==> src/hw/rtl/brr_pkg.sv <==
`default_nettype none
// ----------------------------------------------------------------------------
// brr_pkg: shared types and constants of the bounded rate renormalizer
// Beat types, fixed-point constants, register indexes and the command and
// status bundles between the controller and the datapath.
// ----------------------------------------------------------------------------
package brr_pkg;

  localparam int RATE_W      = 32;
  localparam int FRAC_BITS   = 24;
  localparam int SCALE_W     = 2 * FRAC_BITS + 1;
  localparam int DIG_W       = 16;
  localparam int NUM_DIGITS  = 4;
  localparam int CFG_INDEX_W = 1;

  localparam logic [CFG_INDEX_W-1:0] REG_MIN_RATE = 1'b0;
  localparam logic [CFG_INDEX_W-1:0] REG_MAX_RATE = 1'b1;

  localparam logic [RATE_W-1:0] MIN_RATE_RST = 32'd17;
  localparam logic [RATE_W-1:0] MAX_RATE_RST = 32'd16777216;

  typedef struct packed {
    logic [RATE_W-1:0] rate_value;
    logic              last_value;
  } in_beat_t;

  typedef struct packed {
    logic [RATE_W-1:0] corrected_value;
    logic              last_out;
    logic              infeasible;
  } out_beat_t;

  typedef struct packed {
    logic load;
    logic vec_init;
    logic rnd_init;
    logic clamp;
    logic idx_inc;
    logic idx_clr;
    logic div_start;
    logic div_step;
    logic mul_start;
    logic mul_step;
    logic scale_wr;
    logic round_end;
    logic vec_done;
  } brr_cmd_t;

  typedef struct packed {
    logic idx_last;
    logic free_zero;
    logic div_last;
    logic mul_last;
    logic elem_pinned;
    logic go_on;
  } brr_sts_t;

endpackage
`default_nettype wire

==> src/hw/rtl/brr_datapath.sv <==
`default_nettype none
// ----------------------------------------------------------------------------
// brr_datapath: vector store, clamp and sum, divider and digit multiplier
// Holds the element memory, pin flags, bounds, accumulators, the restoring
// divider for the scale and the digit-serial scale multiplier.
// ----------------------------------------------------------------------------
module brr_datapath #(
  parameter int MAX_VALUES = 16,
  parameter int VALUE_BITS = 32
) (
  input  wire                                 clk,
  input  wire                                 rst,
  input  wire                                 cfg_we,
  input  wire [brr_pkg::CFG_INDEX_W-1:0]      cfg_index,
  input  wire [brr_pkg::RATE_W-1:0]           cfg_data,
  input  brr_pkg::in_beat_t                   item,
  input  brr_pkg::brr_cmd_t                   cmd,
  output brr_pkg::brr_sts_t                   sts,
  output brr_pkg::out_beat_t                  result
);
  import brr_pkg::*;

  localparam int IW     = (MAX_VALUES > 1) ? $clog2(MAX_VALUES) : 1;
  localparam int CW     = $clog2(MAX_VALUES + 1);
  localparam int SUM_W  = VALUE_BITS + CW;
  localparam int MASS_W = 34 + CW;
  localparam int PCW    = $clog2(2 * MAX_VALUES + 2);
  localparam int RCW    = $clog2(2 * MAX_VALUES + 3);
  localparam int DCW    = $clog2(SCALE_W + 1);
  localparam int MCW    = $clog2(NUM_DIGITS);
  localparam int PROD_W = VALUE_BITS + NUM_DIGITS * DIG_W;
  localparam int PP_W   = VALUE_BITS + DIG_W;
  localparam int PAD_W  = NUM_DIGITS * DIG_W - SCALE_W;

  localparam logic [VALUE_BITS-1:0] VALUE_MASK = '1;
  localparam logic [PCW-1:0]        PIN_SENT   = PCW'(2 * MAX_VALUES + 1);
  localparam logic [RCW-1:0]        ROUND_CAP  = RCW'(2 * MAX_VALUES + 2);
  localparam logic [MASS_W-1:0]     ONE_Q      = MASS_W'(64'd1 << FRAC_BITS);

  logic [VALUE_BITS-1:0] mem [MAX_VALUES];
  logic [VALUE_BITS-1:0] rdata;
  logic                  we;
  logic [IW-1:0]         waddr;
  logic [VALUE_BITS-1:0] wdata;

  logic [RATE_W-1:0]     min_rate;
  logic [RATE_W-1:0]     max_rate;
  logic [VALUE_BITS-1:0] lo;
  logic [VALUE_BITS-1:0] hi;

  logic [MAX_VALUES-1:0] pin_lo;
  logic [MAX_VALUES-1:0] pin_hi;
  logic [CW-1:0]         cnt;
  logic [IW-1:0]         idx;
  logic [SUM_W-1:0]      free_sum;
  logic [MASS_W-1:0]     mass;
  logic [PCW-1:0]        pin_cnt;
  logic [PCW-1:0]        prev_pinned;
  logic [PCW-1:0]        now_pinned;
  logic [RCW-1:0]        rounds;
  logic                  not_ok;
  logic                  infeasible;

  logic [SUM_W:0]        rem;
  logic [SCALE_W-1:0]    dq;
  logic [DCW-1:0]        dcnt;
  logic [SUM_W:0]        shifted;
  logic                  qbit;

  logic [VALUE_BITS-1:0] x_mul;
  logic [PROD_W-1:0]     acc;
  logic [MCW-1:0]        mcnt;
  logic [NUM_DIGITS*DIG_W-1:0] scale_pad;
  logic [DIG_W-1:0]      digit;
  logic [PP_W-1:0]       pp;

  logic                  set_lo;
  logic                  set_hi;
  logic                  new_lo;
  logic                  new_hi;
  logic [VALUE_BITS-1:0] clamp_val;
  logic [63-FRAC_BITS:0] prod_q;
  logic                  prod_sat;
  logic [VALUE_BITS-1:0] x_new;
  logic [FRAC_BITS:0]    diff;

  // Bounds saturated to the value range
  assign lo = (64'(min_rate) > 64'(VALUE_MASK)) ? VALUE_MASK : VALUE_BITS'(min_rate);
  assign hi = (64'(max_rate) > 64'(VALUE_MASK)) ? VALUE_MASK : VALUE_BITS'(max_rate);

  assign set_lo    = (rdata <= lo);
  assign set_hi    = !set_lo && (hi <= rdata);
  assign new_lo    = pin_lo[idx] | set_lo;
  assign new_hi    = pin_hi[idx] | set_hi;
  assign clamp_val = set_lo ? lo : (set_hi ? hi : rdata);

  assign shifted = {rem[SUM_W-1:0], dq[SCALE_W-1]};
  assign qbit    = (shifted >= {1'b0, free_sum});
  assign diff    = (FRAC_BITS + 1)'(ONE_Q - mass);

  assign scale_pad = {{PAD_W{1'b0}}, dq};
  assign digit     = scale_pad[mcnt*DIG_W +: DIG_W];
  assign pp        = x_mul * digit;

  assign prod_q   = acc[63:FRAC_BITS];
  assign prod_sat = (|acc[PROD_W-1:64]) || (64'(prod_q) > 64'(VALUE_MASK));
  assign x_new    = prod_sat ? VALUE_MASK : VALUE_BITS'(prod_q);

  always_comb begin
    we    = 1'b0;
    waddr = idx;
    wdata = clamp_val;
    if (cmd.load) begin
      we    = (cnt < CW'(MAX_VALUES));
      waddr = cnt[IW-1:0];
      wdata = VALUE_BITS'(item.rate_value);
    end else if (cmd.clamp) begin
      we = 1'b1;
    end else if (cmd.scale_wr) begin
      we    = 1'b1;
      wdata = x_new;
    end
  end

  always_ff @(posedge clk) begin
    if (we) begin
      mem[waddr] <= wdata;
    end
    rdata <= mem[idx];
  end

  always_ff @(posedge clk) begin
    if (rst) begin
      min_rate <= MIN_RATE_RST;
      max_rate <= MAX_RATE_RST;
    end else if (cfg_we) begin
      case (cfg_index)
        REG_MIN_RATE: min_rate <= cfg_data;
        REG_MAX_RATE: max_rate <= cfg_data;
        default: ;
      endcase
    end
  end

  always_ff @(posedge clk) begin
    if (rst) begin
      pin_lo      <= '0;
      pin_hi      <= '0;
      cnt         <= '0;
      idx         <= '0;
      free_sum    <= '0;
      mass        <= '0;
      pin_cnt     <= '0;
      prev_pinned <= PIN_SENT;
      now_pinned  <= '0;
      rounds      <= '0;
      not_ok      <= 1'b0;
      infeasible  <= 1'b0;
      dcnt        <= '0;
      mcnt        <= '0;
    end else begin
      if (cmd.load && (cnt < CW'(MAX_VALUES))) begin
        cnt <= cnt + CW'(1);
      end
      if (cmd.vec_done) begin
        cnt <= '0;
      end
      if (cmd.vec_init) begin
        pin_lo      <= '0;
        pin_hi      <= '0;
        prev_pinned <= PIN_SENT;
        now_pinned  <= '0;
        rounds      <= '0;
        infeasible  <= 1'b0;
      end
      if (cmd.rnd_init) begin
        free_sum <= '0;
        mass     <= '0;
        pin_cnt  <= '0;
        not_ok   <= 1'b0;
        idx      <= '0;
      end
      if (cmd.idx_inc) begin
        idx <= idx + IW'(1);
      end
      if (cmd.idx_clr || cmd.div_start) begin
        idx <= '0;
      end
      if (cmd.clamp) begin
        pin_lo[idx] <= new_lo;
        pin_hi[idx] <= new_hi;
        if (!set_lo && !set_hi) begin
          free_sum <= free_sum + SUM_W'(rdata);
        end
        mass <= mass + (new_lo ? MASS_W'(lo) : '0) + (new_hi ? MASS_W'(hi) : '0);
        pin_cnt <= pin_cnt + PCW'(new_lo) + PCW'(new_hi);
      end
      if (cmd.div_start) begin
        dcnt <= DCW'(SCALE_W);
        if (mass >= ONE_Q) begin
          infeasible <= 1'b1;
        end
      end
      if (cmd.div_step) begin
        dcnt <= dcnt - DCW'(1);
      end
      if (cmd.mul_start) begin
        mcnt <= MCW'(NUM_DIGITS - 1);
      end
      if (cmd.mul_step) begin
        mcnt <= mcnt - MCW'(1);
      end
      if (cmd.scale_wr && ((x_new <= lo) || (hi <= x_new))) begin
        not_ok <= 1'b1;
      end
      if (cmd.round_end) begin
        prev_pinned <= now_pinned;
        now_pinned  <= pin_cnt;
        rounds      <= rounds + RCW'(1);
      end
    end
  end

  // Divider and multiplier payload
  always_ff @(posedge clk) begin
    if (cmd.div_start) begin
      rem <= '0;
      dq  <= (mass >= ONE_Q) ? '0 : {diff, {FRAC_BITS{1'b0}}};
    end else if (cmd.div_step) begin
      rem <= qbit ? (shifted - {1'b0, free_sum}) : shifted;
      dq  <= {dq[SCALE_W-2:0], qbit};
    end
    if (cmd.mul_start) begin
      x_mul <= rdata;
      acc   <= '0;
    end else if (cmd.mul_step) begin
      acc <= (acc << DIG_W) + PROD_W'(pp);
    end
  end

  assign sts.idx_last    = ((CW'(idx) + CW'(1)) == cnt);
  assign sts.free_zero   = (free_sum == '0);
  assign sts.div_last    = (dcnt == DCW'(1));
  assign sts.mul_last    = (mcnt == '0);
  assign sts.elem_pinned = pin_lo[idx] | pin_hi[idx];
  assign sts.go_on       = (prev_pinned != now_pinned) && not_ok && (rounds < ROUND_CAP);

  assign result.corrected_value = (64'(rdata) > 64'hFFFF_FFFF) ? '1 : RATE_W'(rdata);
  assign result.last_out        = sts.idx_last;
  assign result.infeasible      = infeasible;

endmodule
`default_nettype wire

==> src/hw/rtl/brr_ctrl.sv <==
`default_nettype none
// ----------------------------------------------------------------------------
// brr_ctrl: sequencer of the bounded rate renormalizer
// Steps load, clamp passes, division, scale passes and the output sweep.
// ----------------------------------------------------------------------------
module brr_ctrl (
  input  wire                clk,
  input  wire                rst,
  input  wire                item_valid,
  input  wire                item_last,
  output logic               item_stall,
  output logic               result_valid,
  input  wire                result_stall,
  input  brr_pkg::brr_sts_t  sts,
  output brr_pkg::brr_cmd_t  cmd
);
  import brr_pkg::*;

  localparam logic [3:0] S_LOAD   = 4'd0;
  localparam logic [3:0] S_CL_RD  = 4'd1;
  localparam logic [3:0] S_CL_EX  = 4'd2;
  localparam logic [3:0] S_DIV_GO = 4'd3;
  localparam logic [3:0] S_DIV    = 4'd4;
  localparam logic [3:0] S_SC_RD  = 4'd5;
  localparam logic [3:0] S_SC_CHK = 4'd6;
  localparam logic [3:0] S_SC_MUL = 4'd7;
  localparam logic [3:0] S_SC_WR  = 4'd8;
  localparam logic [3:0] S_RND    = 4'd9;
  localparam logic [3:0] S_CHK    = 4'd10;
  localparam logic [3:0] S_EM_RD  = 4'd11;
  localparam logic [3:0] S_EM_OUT = 4'd12;

  logic [3:0] state;
  logic [3:0] state_next;

  assign item_stall   = (state != S_LOAD);
  assign result_valid = (state == S_EM_OUT);

  always_comb begin
    cmd        = '0;
    state_next = state;
    case (state)
      S_LOAD: begin
        if (item_valid) begin
          cmd.load = 1'b1;
          if (item_last) begin
            cmd.vec_init = 1'b1;
            cmd.rnd_init = 1'b1;
            state_next   = S_CL_RD;
          end
        end
      end
      S_CL_RD: state_next = S_CL_EX;
      S_CL_EX: begin
        cmd.clamp = 1'b1;
        if (sts.idx_last) begin
          state_next = S_DIV_GO;
        end else begin
          cmd.idx_inc = 1'b1;
          state_next  = S_CL_RD;
        end
      end
      S_DIV_GO: begin
        // skip scaling when nothing is free
        if (sts.free_zero) begin
          state_next = S_RND;
        end else begin
          cmd.div_start = 1'b1;
          state_next    = S_DIV;
        end
      end
      S_DIV: begin
        cmd.div_step = 1'b1;
        if (sts.div_last) begin
          state_next = S_SC_RD;
        end
      end
      S_SC_RD: state_next = S_SC_CHK;
      S_SC_CHK: begin
        if (!sts.elem_pinned) begin
          cmd.mul_start = 1'b1;
          state_next    = S_SC_MUL;
        end else if (sts.idx_last) begin
          state_next = S_RND;
        end else begin
          cmd.idx_inc = 1'b1;
          state_next  = S_SC_RD;
        end
      end
      S_SC_MUL: begin
        cmd.mul_step = 1'b1;
        if (sts.mul_last) begin
          state_next = S_SC_WR;
        end
      end
      S_SC_WR: begin
        cmd.scale_wr = 1'b1;
        if (sts.idx_last) begin
          state_next = S_RND;
        end else begin
          cmd.idx_inc = 1'b1;
          state_next  = S_SC_RD;
        end
      end
      S_RND: begin
        cmd.round_end = 1'b1;
        state_next    = S_CHK;
      end
      S_CHK: begin
        if (sts.go_on) begin
          cmd.rnd_init = 1'b1;
          state_next   = S_CL_RD;
        end else begin
          cmd.idx_clr = 1'b1;
          state_next  = S_EM_RD;
        end
      end
      S_EM_RD: state_next = S_EM_OUT;
      S_EM_OUT: begin
        // hold the beat until taken
        if (!result_stall) begin
          if (sts.idx_last) begin
            cmd.vec_done = 1'b1;
            state_next   = S_LOAD;
          end else begin
            cmd.idx_inc = 1'b1;
            state_next  = S_EM_RD;
          end
        end
      end
      default: state_next = S_LOAD;
    endcase
  end

  always_ff @(posedge clk) begin
    if (rst) begin
      state <= S_LOAD;
    end else begin
      state <= state_next;
    end
  end

endmodule
`default_nettype wire

==> src/hw/rtl/bounded_rate_renormalizer.sv <==
`default_nettype none
// ----------------------------------------------------------------------------
// bounded_rate_renormalizer: clamps a rate vector to bounds and rescales it
// Collects up to MAX_VALUES unsigned Q8.24 rates, renormalizes them in
// rounds so the vector sums to one, then streams the corrected vector.
// ----------------------------------------------------------------------------
// Loading accepts one element per cycle. Once the last element is in, each
// round runs a clamp pass with a read and a clamp step per element, tests
// the free sum, then runs the bit-serial scale division and a scale pass
// that reads and checks each element and, for a free element, multiplies
// it in four 16-bit digit steps and writes it back; division and scale pass
// are skipped when no element is free. Each round ends with bookkeeping.
// At most one round more than the number of newly pinned elements runs.
// Output then sends each element in turn. One vector is handled at a time:
// no new element is taken until the last corrected element has left.
// ----------------------------------------------------------------------------
module bounded_rate_renormalizer #(
  parameter int MAX_VALUES = 16,
  parameter int VALUE_BITS = 32
) (
  input  wire                             clk,
  input  wire                             rst,
  input  wire                             item_valid,
  output logic                            item_stall,
  input  brr_pkg::in_beat_t               item,
  output logic                            result_valid,
  input  wire                             result_stall,
  output brr_pkg::out_beat_t              result,
  input  wire                             cfg_we,
  input  wire [brr_pkg::CFG_INDEX_W-1:0]  cfg_index,
  input  wire [brr_pkg::RATE_W-1:0]       cfg_data
);
  import brr_pkg::*;

  brr_cmd_t cmd;
  brr_sts_t sts;

  brr_ctrl u_ctrl (
    .clk          (clk),
    .rst          (rst),
    .item_valid   (item_valid),
    .item_last    (item.last_value),
    .item_stall   (item_stall),
    .result_valid (result_valid),
    .result_stall (result_stall),
    .sts          (sts),
    .cmd          (cmd)
  );

  brr_datapath #(
    .MAX_VALUES (MAX_VALUES),
    .VALUE_BITS (VALUE_BITS)
  ) u_dp (
    .clk       (clk),
    .rst       (rst),
    .cfg_we    (cfg_we),
    .cfg_index (cfg_index),
    .cfg_data  (cfg_data),
    .item      (item),
    .cmd       (cmd),
    .sts       (sts),
    .result    (result)
  );

  // no input beat is taken while results are being sent
  a_no_overlap: assert property (@(posedge clk) disable iff (rst)
    result_valid |-> item_stall)
    else $error("input taken during output sweep");

  // the last element of a vector starts the rounds
  a_last_starts: assert property (@(posedge clk) disable iff (rst)
    (item_valid && !item_stall && item.last_value) |=> (item_stall && !result_valid))
    else $error("last element did not start processing");

  // the final result beat returns to loading
  a_last_ends: assert property (@(posedge clk) disable iff (rst)
    (result_valid && !result_stall && result.last_out) |=> !item_stall)
    else $error("final beat did not return to load");

endmodule
`default_nettype wire

==> config.mk <==
export PLATFORM = sky130hd
export DESIGN_NAME = bounded_rate_renormalizer
export DESIGN_NICKNAME = d
export VERILOG_FILES = /design/src/hw/rtl/brr_pkg.sv /design/src/hw/rtl/brr_datapath.sv /design/src/hw/rtl/brr_ctrl.sv /design/src/hw/rtl/bounded_rate_renormalizer.sv
export SDC_FILE = /design/constraint.sdc
export NUM_CORES = 2
export LEC_CHECK = 0
export ABC_AREA = 1
export BUFFER_PORTS_ARGS = -buffer_cell sky130_fd_sc_hd__buf_2
export CAP_MARGIN = 15
export CORE_MARGIN = 4
export CORE_UTILIZATION = 50
export DETAILED_ROUTE_END_ITERATION = 16
export PLACE_DENSITY = 0.68
export SYNTH_ARGS = -nofsm -noshare
export SYNTH_HDL_FRONTEND = slang
export SYNTH_HIERARCHICAL = 1
export SYNTH_SLANG_ARGS = --single-unit
==> constraint.sdc <==
create_clock -name clk -period 13.5 [get_ports clk]
set_clock_uncertainty 0.1 [all_clocks]
set_input_delay 0 -clock clk [delete_from_list [all_inputs] [get_ports clk]]
set_output_delay 0 -clock clk [all_outputs]
set_load 0.03 [all_outputs]
==> reports/metrics.csv <==
stage,metric,value,unit
timing,TNS Setup,0,ps
floorplanning,Die X,385.3,um
worst_setup_path,critical path arrival,9070,ps
floorplanning,die area,148400,um2
power_and_ir_drop,VDD IR-drop max,0.7138,mV
timing,relative slew slack,0.1528,
yosys,Synth cell types,69,
cts,CTS Sinks,977,
min_path,hold depth,4,
grt,Global Route Usage Sum,0.3468,
worst_setup_path,crit path max-delay cell type,clkinv_1,
timing,worst slew pin tran,1271,ps
floorplanning,Rows,138,
power_and_ir_drop,Pwr per Cell Area,118.3,nW/um2
placed_design,Port Buffer Count,106,
floorplanning,Core ar.,141400,um2
timing,period utilisation layout,0.6329,
yosys,cell with the most instances after synthesis,nand2_1,
timing,final setup fails,0,
placed_design,gpl congestion,1.043,
worst_setup_path,reg2reg end,u_dp/acc[67]$_SDFFE_PP0P_,
yosys,Post-synth EDFFs,593,
grt,vias in the first global route,61580,
yosys,commonest cells in the synthesized netlist,"nand2_1 (1955), inv_1 (1482), nor2_1 (1075)",
routing,First-pass DRT Iterations,6,
worst_setup_path,r2r setup slk,4960,ps
cts,Hold Buf Count CTS,81,
yosys,Synth Cell Area,71170,um2
yosys,Yosys top cell by area,edfxtp_1,
worst_setup_path,crit-path max cell delay,800,ps
final_layout,final core utilization,0.5523,
timing,RSZ-0062 raised after global routing,no,
cts,Clock H-tree levels,3,
final_layout,Layout Nets,9993,
grt,first-pass GRT wire length,385500,um
timing,Max Slew Vio Count,0,
final_layout,Fillers,13250,
worst_setup_path,kind of start point of the critical path,flip-flop,
cts,Post-CTS Setup Bufs,0,
floorplanning,Boundary Pins,107,
job,max cap viols,0,
routing,drt drc,0,
min_path,Worst Hold End,u_dp/hi[19]$_SDFFE_PP0P_,
yosys,Yosys top cell area share,0.2502,
worst_setup_path,R2R Path Start,u_dp/mcnt[1]$_SDFFE_PP0P_,
grt,largest net degree at the start of global routing,245,
timing,Max Fclk,117.0,MHz
yosys,asr flop ratio synth,0,
worst_setup_path,WP data required,14030,ps
cts,CTS buffer count,105,
min_path,worst hold start,cfg_data[19],
floorplanning,Die Y-Extent,385.3,um
worst_setup_path,"Largest delay share family, worst path",adder cells,
power_and_ir_drop,Leak,0.03624,uW
status,status,finished clean,
floorplanning,Initial Utilization,0.5033,
worst_setup_path,largest fanout on the critical path,26,
worst_setup_path,worst setup path startpoint,u_dp/mcnt[1]$_SDFFE_PP0P_,
worst_setup_path,Reg2Reg Depth,25,
worst_setup_path,crit path buf inv count,6,
yosys,yosys warns,6,
routing,vias,63190,
worst_setup_path,CP dominant cell by count,fa_1,
cts,TritonCTS clock tree,built,
final_layout,Area Overhead vs Synth,9.741,%
cts,worst skew pair latency,790,ps
routing,antenna-violating nets left,0,
final_layout,layout cell share with drive strength beyond 1,0.05421,
min_path,worst hold path class,in2reg,
routing,Starting DRT DRC Count,7034,
grt,"Remaining Overflow, GRT",0,
routing,drt total wl,258900,um
yosys,Syn Area/Cell,7.902,um2
grt,initial antenna violation count,18,
cts,clk root buf,clkbuf_16,
cts,Resize count post-CTS,0,
yosys,top post-synthesis cells by area,"edfxtp_1 (25%), fa_1 (14%), dfxtp_1 (11%), nand2_1 (10%), inv_1 (7.8%)",
routing,DR vias/cell,5.720,
worst_setup_path,critical path endpoint category,flip-flop,
yosys,post-synthesis sequential element count,977,
yosys,sequential share of the synthesized area,0.3582,
timing,Fin. Hold Viols,0,
cts,CTS max path bufs,3,
yosys,post-synthesis cell count,9007,
worst_setup_path,"Worst Path Class, Setup",reg2reg,
timing,post-route minimum period,8544,ps
routing,drt wl/cell,23.44,um
placed_design,DP Wirelength,192600,um
cts,clk slew on worst S/H paths,60,ps
yosys,"Top FF cell, synth",edfxtp_1,
yosys,"Net Count, Synth",9940,
[layer usage]
metal / GRT usage / wire, um / up-vias / part of all wire
li1: - / - / 29060 / -
met1: 0.4533 / 102900 / 30510 / 0.40
met2: 0.5454 / 116100 / 2978 / 0.45
met3: 0.05642 / 22130 / 637 / 0.085
met4: 0.2044 / 17760 / 6 / 0.069
met5: 0 / 29 / - / 0.00011
[cell usage in the layout (no fill, tap or decap), types with 155 or more instances in the layout]
master / Yosys / final
edfxtp_1: 593 / 593
o21ai_0: 664 / 662
ha_1: 376 / 376
inv_1: 1482 / 1475
dfxtp_1: 384 / 382
fa_1: 486 / 486
nor2_1: 1075 / 1052
a21oi_1: 601 / 601
nand3_1: 303 / 303
nand2_1: 1955 / 1953
o22ai_1: 155 / 155
[power breakdown]
part           internal [uW]  switching (uW)
registers               3350             111
clock network           1730            1300
logic                    812            1930
[registers in the layout, summed over array words and instances, names as in the netlist, 4 cells and up]
name              flops
u_ctrl/state          4
u_dp/acc             96
u_dp/cnt              5
u_dp/dcnt             6
u_dp/dq              49
u_dp/free_sum        37
u_dp/hi              32
u_dp/idx              4
u_dp/lo              32
u_dp/mass            39
u_dp/mem            512
u_dp/now_pinned       6
u_dp/pin_cnt          6
u_dp/pin_hi          16
u_dp/pin_lo          16
u_dp/prev_pinned      6
u_dp/rdata           32
u_dp/rem             37
u_dp/rounds           6
u_dp/x_mul           32
[worst min-delay path, delay by kind of cell]
kind,cells,cell delay [ps]
AOI/OAI and AO/OA,2,200
buffers and inverters,2,670
[through the flow]
| stage | total power, uW | setup WS (ps) | cells | instance area [um2] | hold WS, ps |
|---|---|---|---|---|---|
| final | 9238 | 4956 | 11050 | 78110 | 62.45 |
| after global routing | 9685 | 4521 | 11040 | 78090 | 41.66 |
| after CTS | 9222 | 5019 | 11040 | 78060 | 10.64 |
| after detailed placement | 6172 | 5049 | 10760 | 73610 | 214.1 |
| after global placement | 6155 | 5168 | 10760 | 73610 | 205.7 |
| after floorplan | 5363 | 6971 | 9007 | 71170 | -30.93 |
[worst max-delay path by stage]
stage	endpoint	slack [ps]	cells past startpoint
5_1_grt	u_dp/acc[64]$_SDFFE_PP0P_	4520	27
2_1_floorplan	u_dp/acc[58]$_SDFFE_PP0P_	6970	31
4_1_cts	u_dp/acc[51]$_SDFFE_PP0P_	5020	25
6_report	u_dp/acc[67]$_SDFFE_PP0P_	4960	25
3_3_place_gp	u_dp/acc[67]$_SDFFE_PP0P_	5170	25
3_5_place_dp	u_dp/acc[51]$_SDFFE_PP0P_	5050	25
[area by class of cell]
type	count	area, um2	share of cell area
Multi-Input combinational cell	6185	38850	0.4974
Sequential cell	977	25500	0.3265
Inverter	1517	5707	0.07306
Clock buffer	142	2900	0.03713
Tap cell	1890	2365	0.03028
Timing Repair Buffer	274	2024	0.02592
Clock inverter	55	738.2	0.009451
Antenna cell	8	20.02	0.0002563
[kinds of logic after synthesis]
| kind of cell | Yosys count | synth area share |
|---|---|---|
| adders and majority gates | 862 | 0.2028 |
| DFF | 977 | 0.3582 |
| xor gates and xnor gates | 97 | 0.01194 |
| and+or+nand+nor | 3629 | 0.2073 |
| AOI/OAI and AO/OA | 1597 | 0.1208 |
| buffers and inverters | 1845 | 0.09902 |
(Power assumes the default switching activity.)
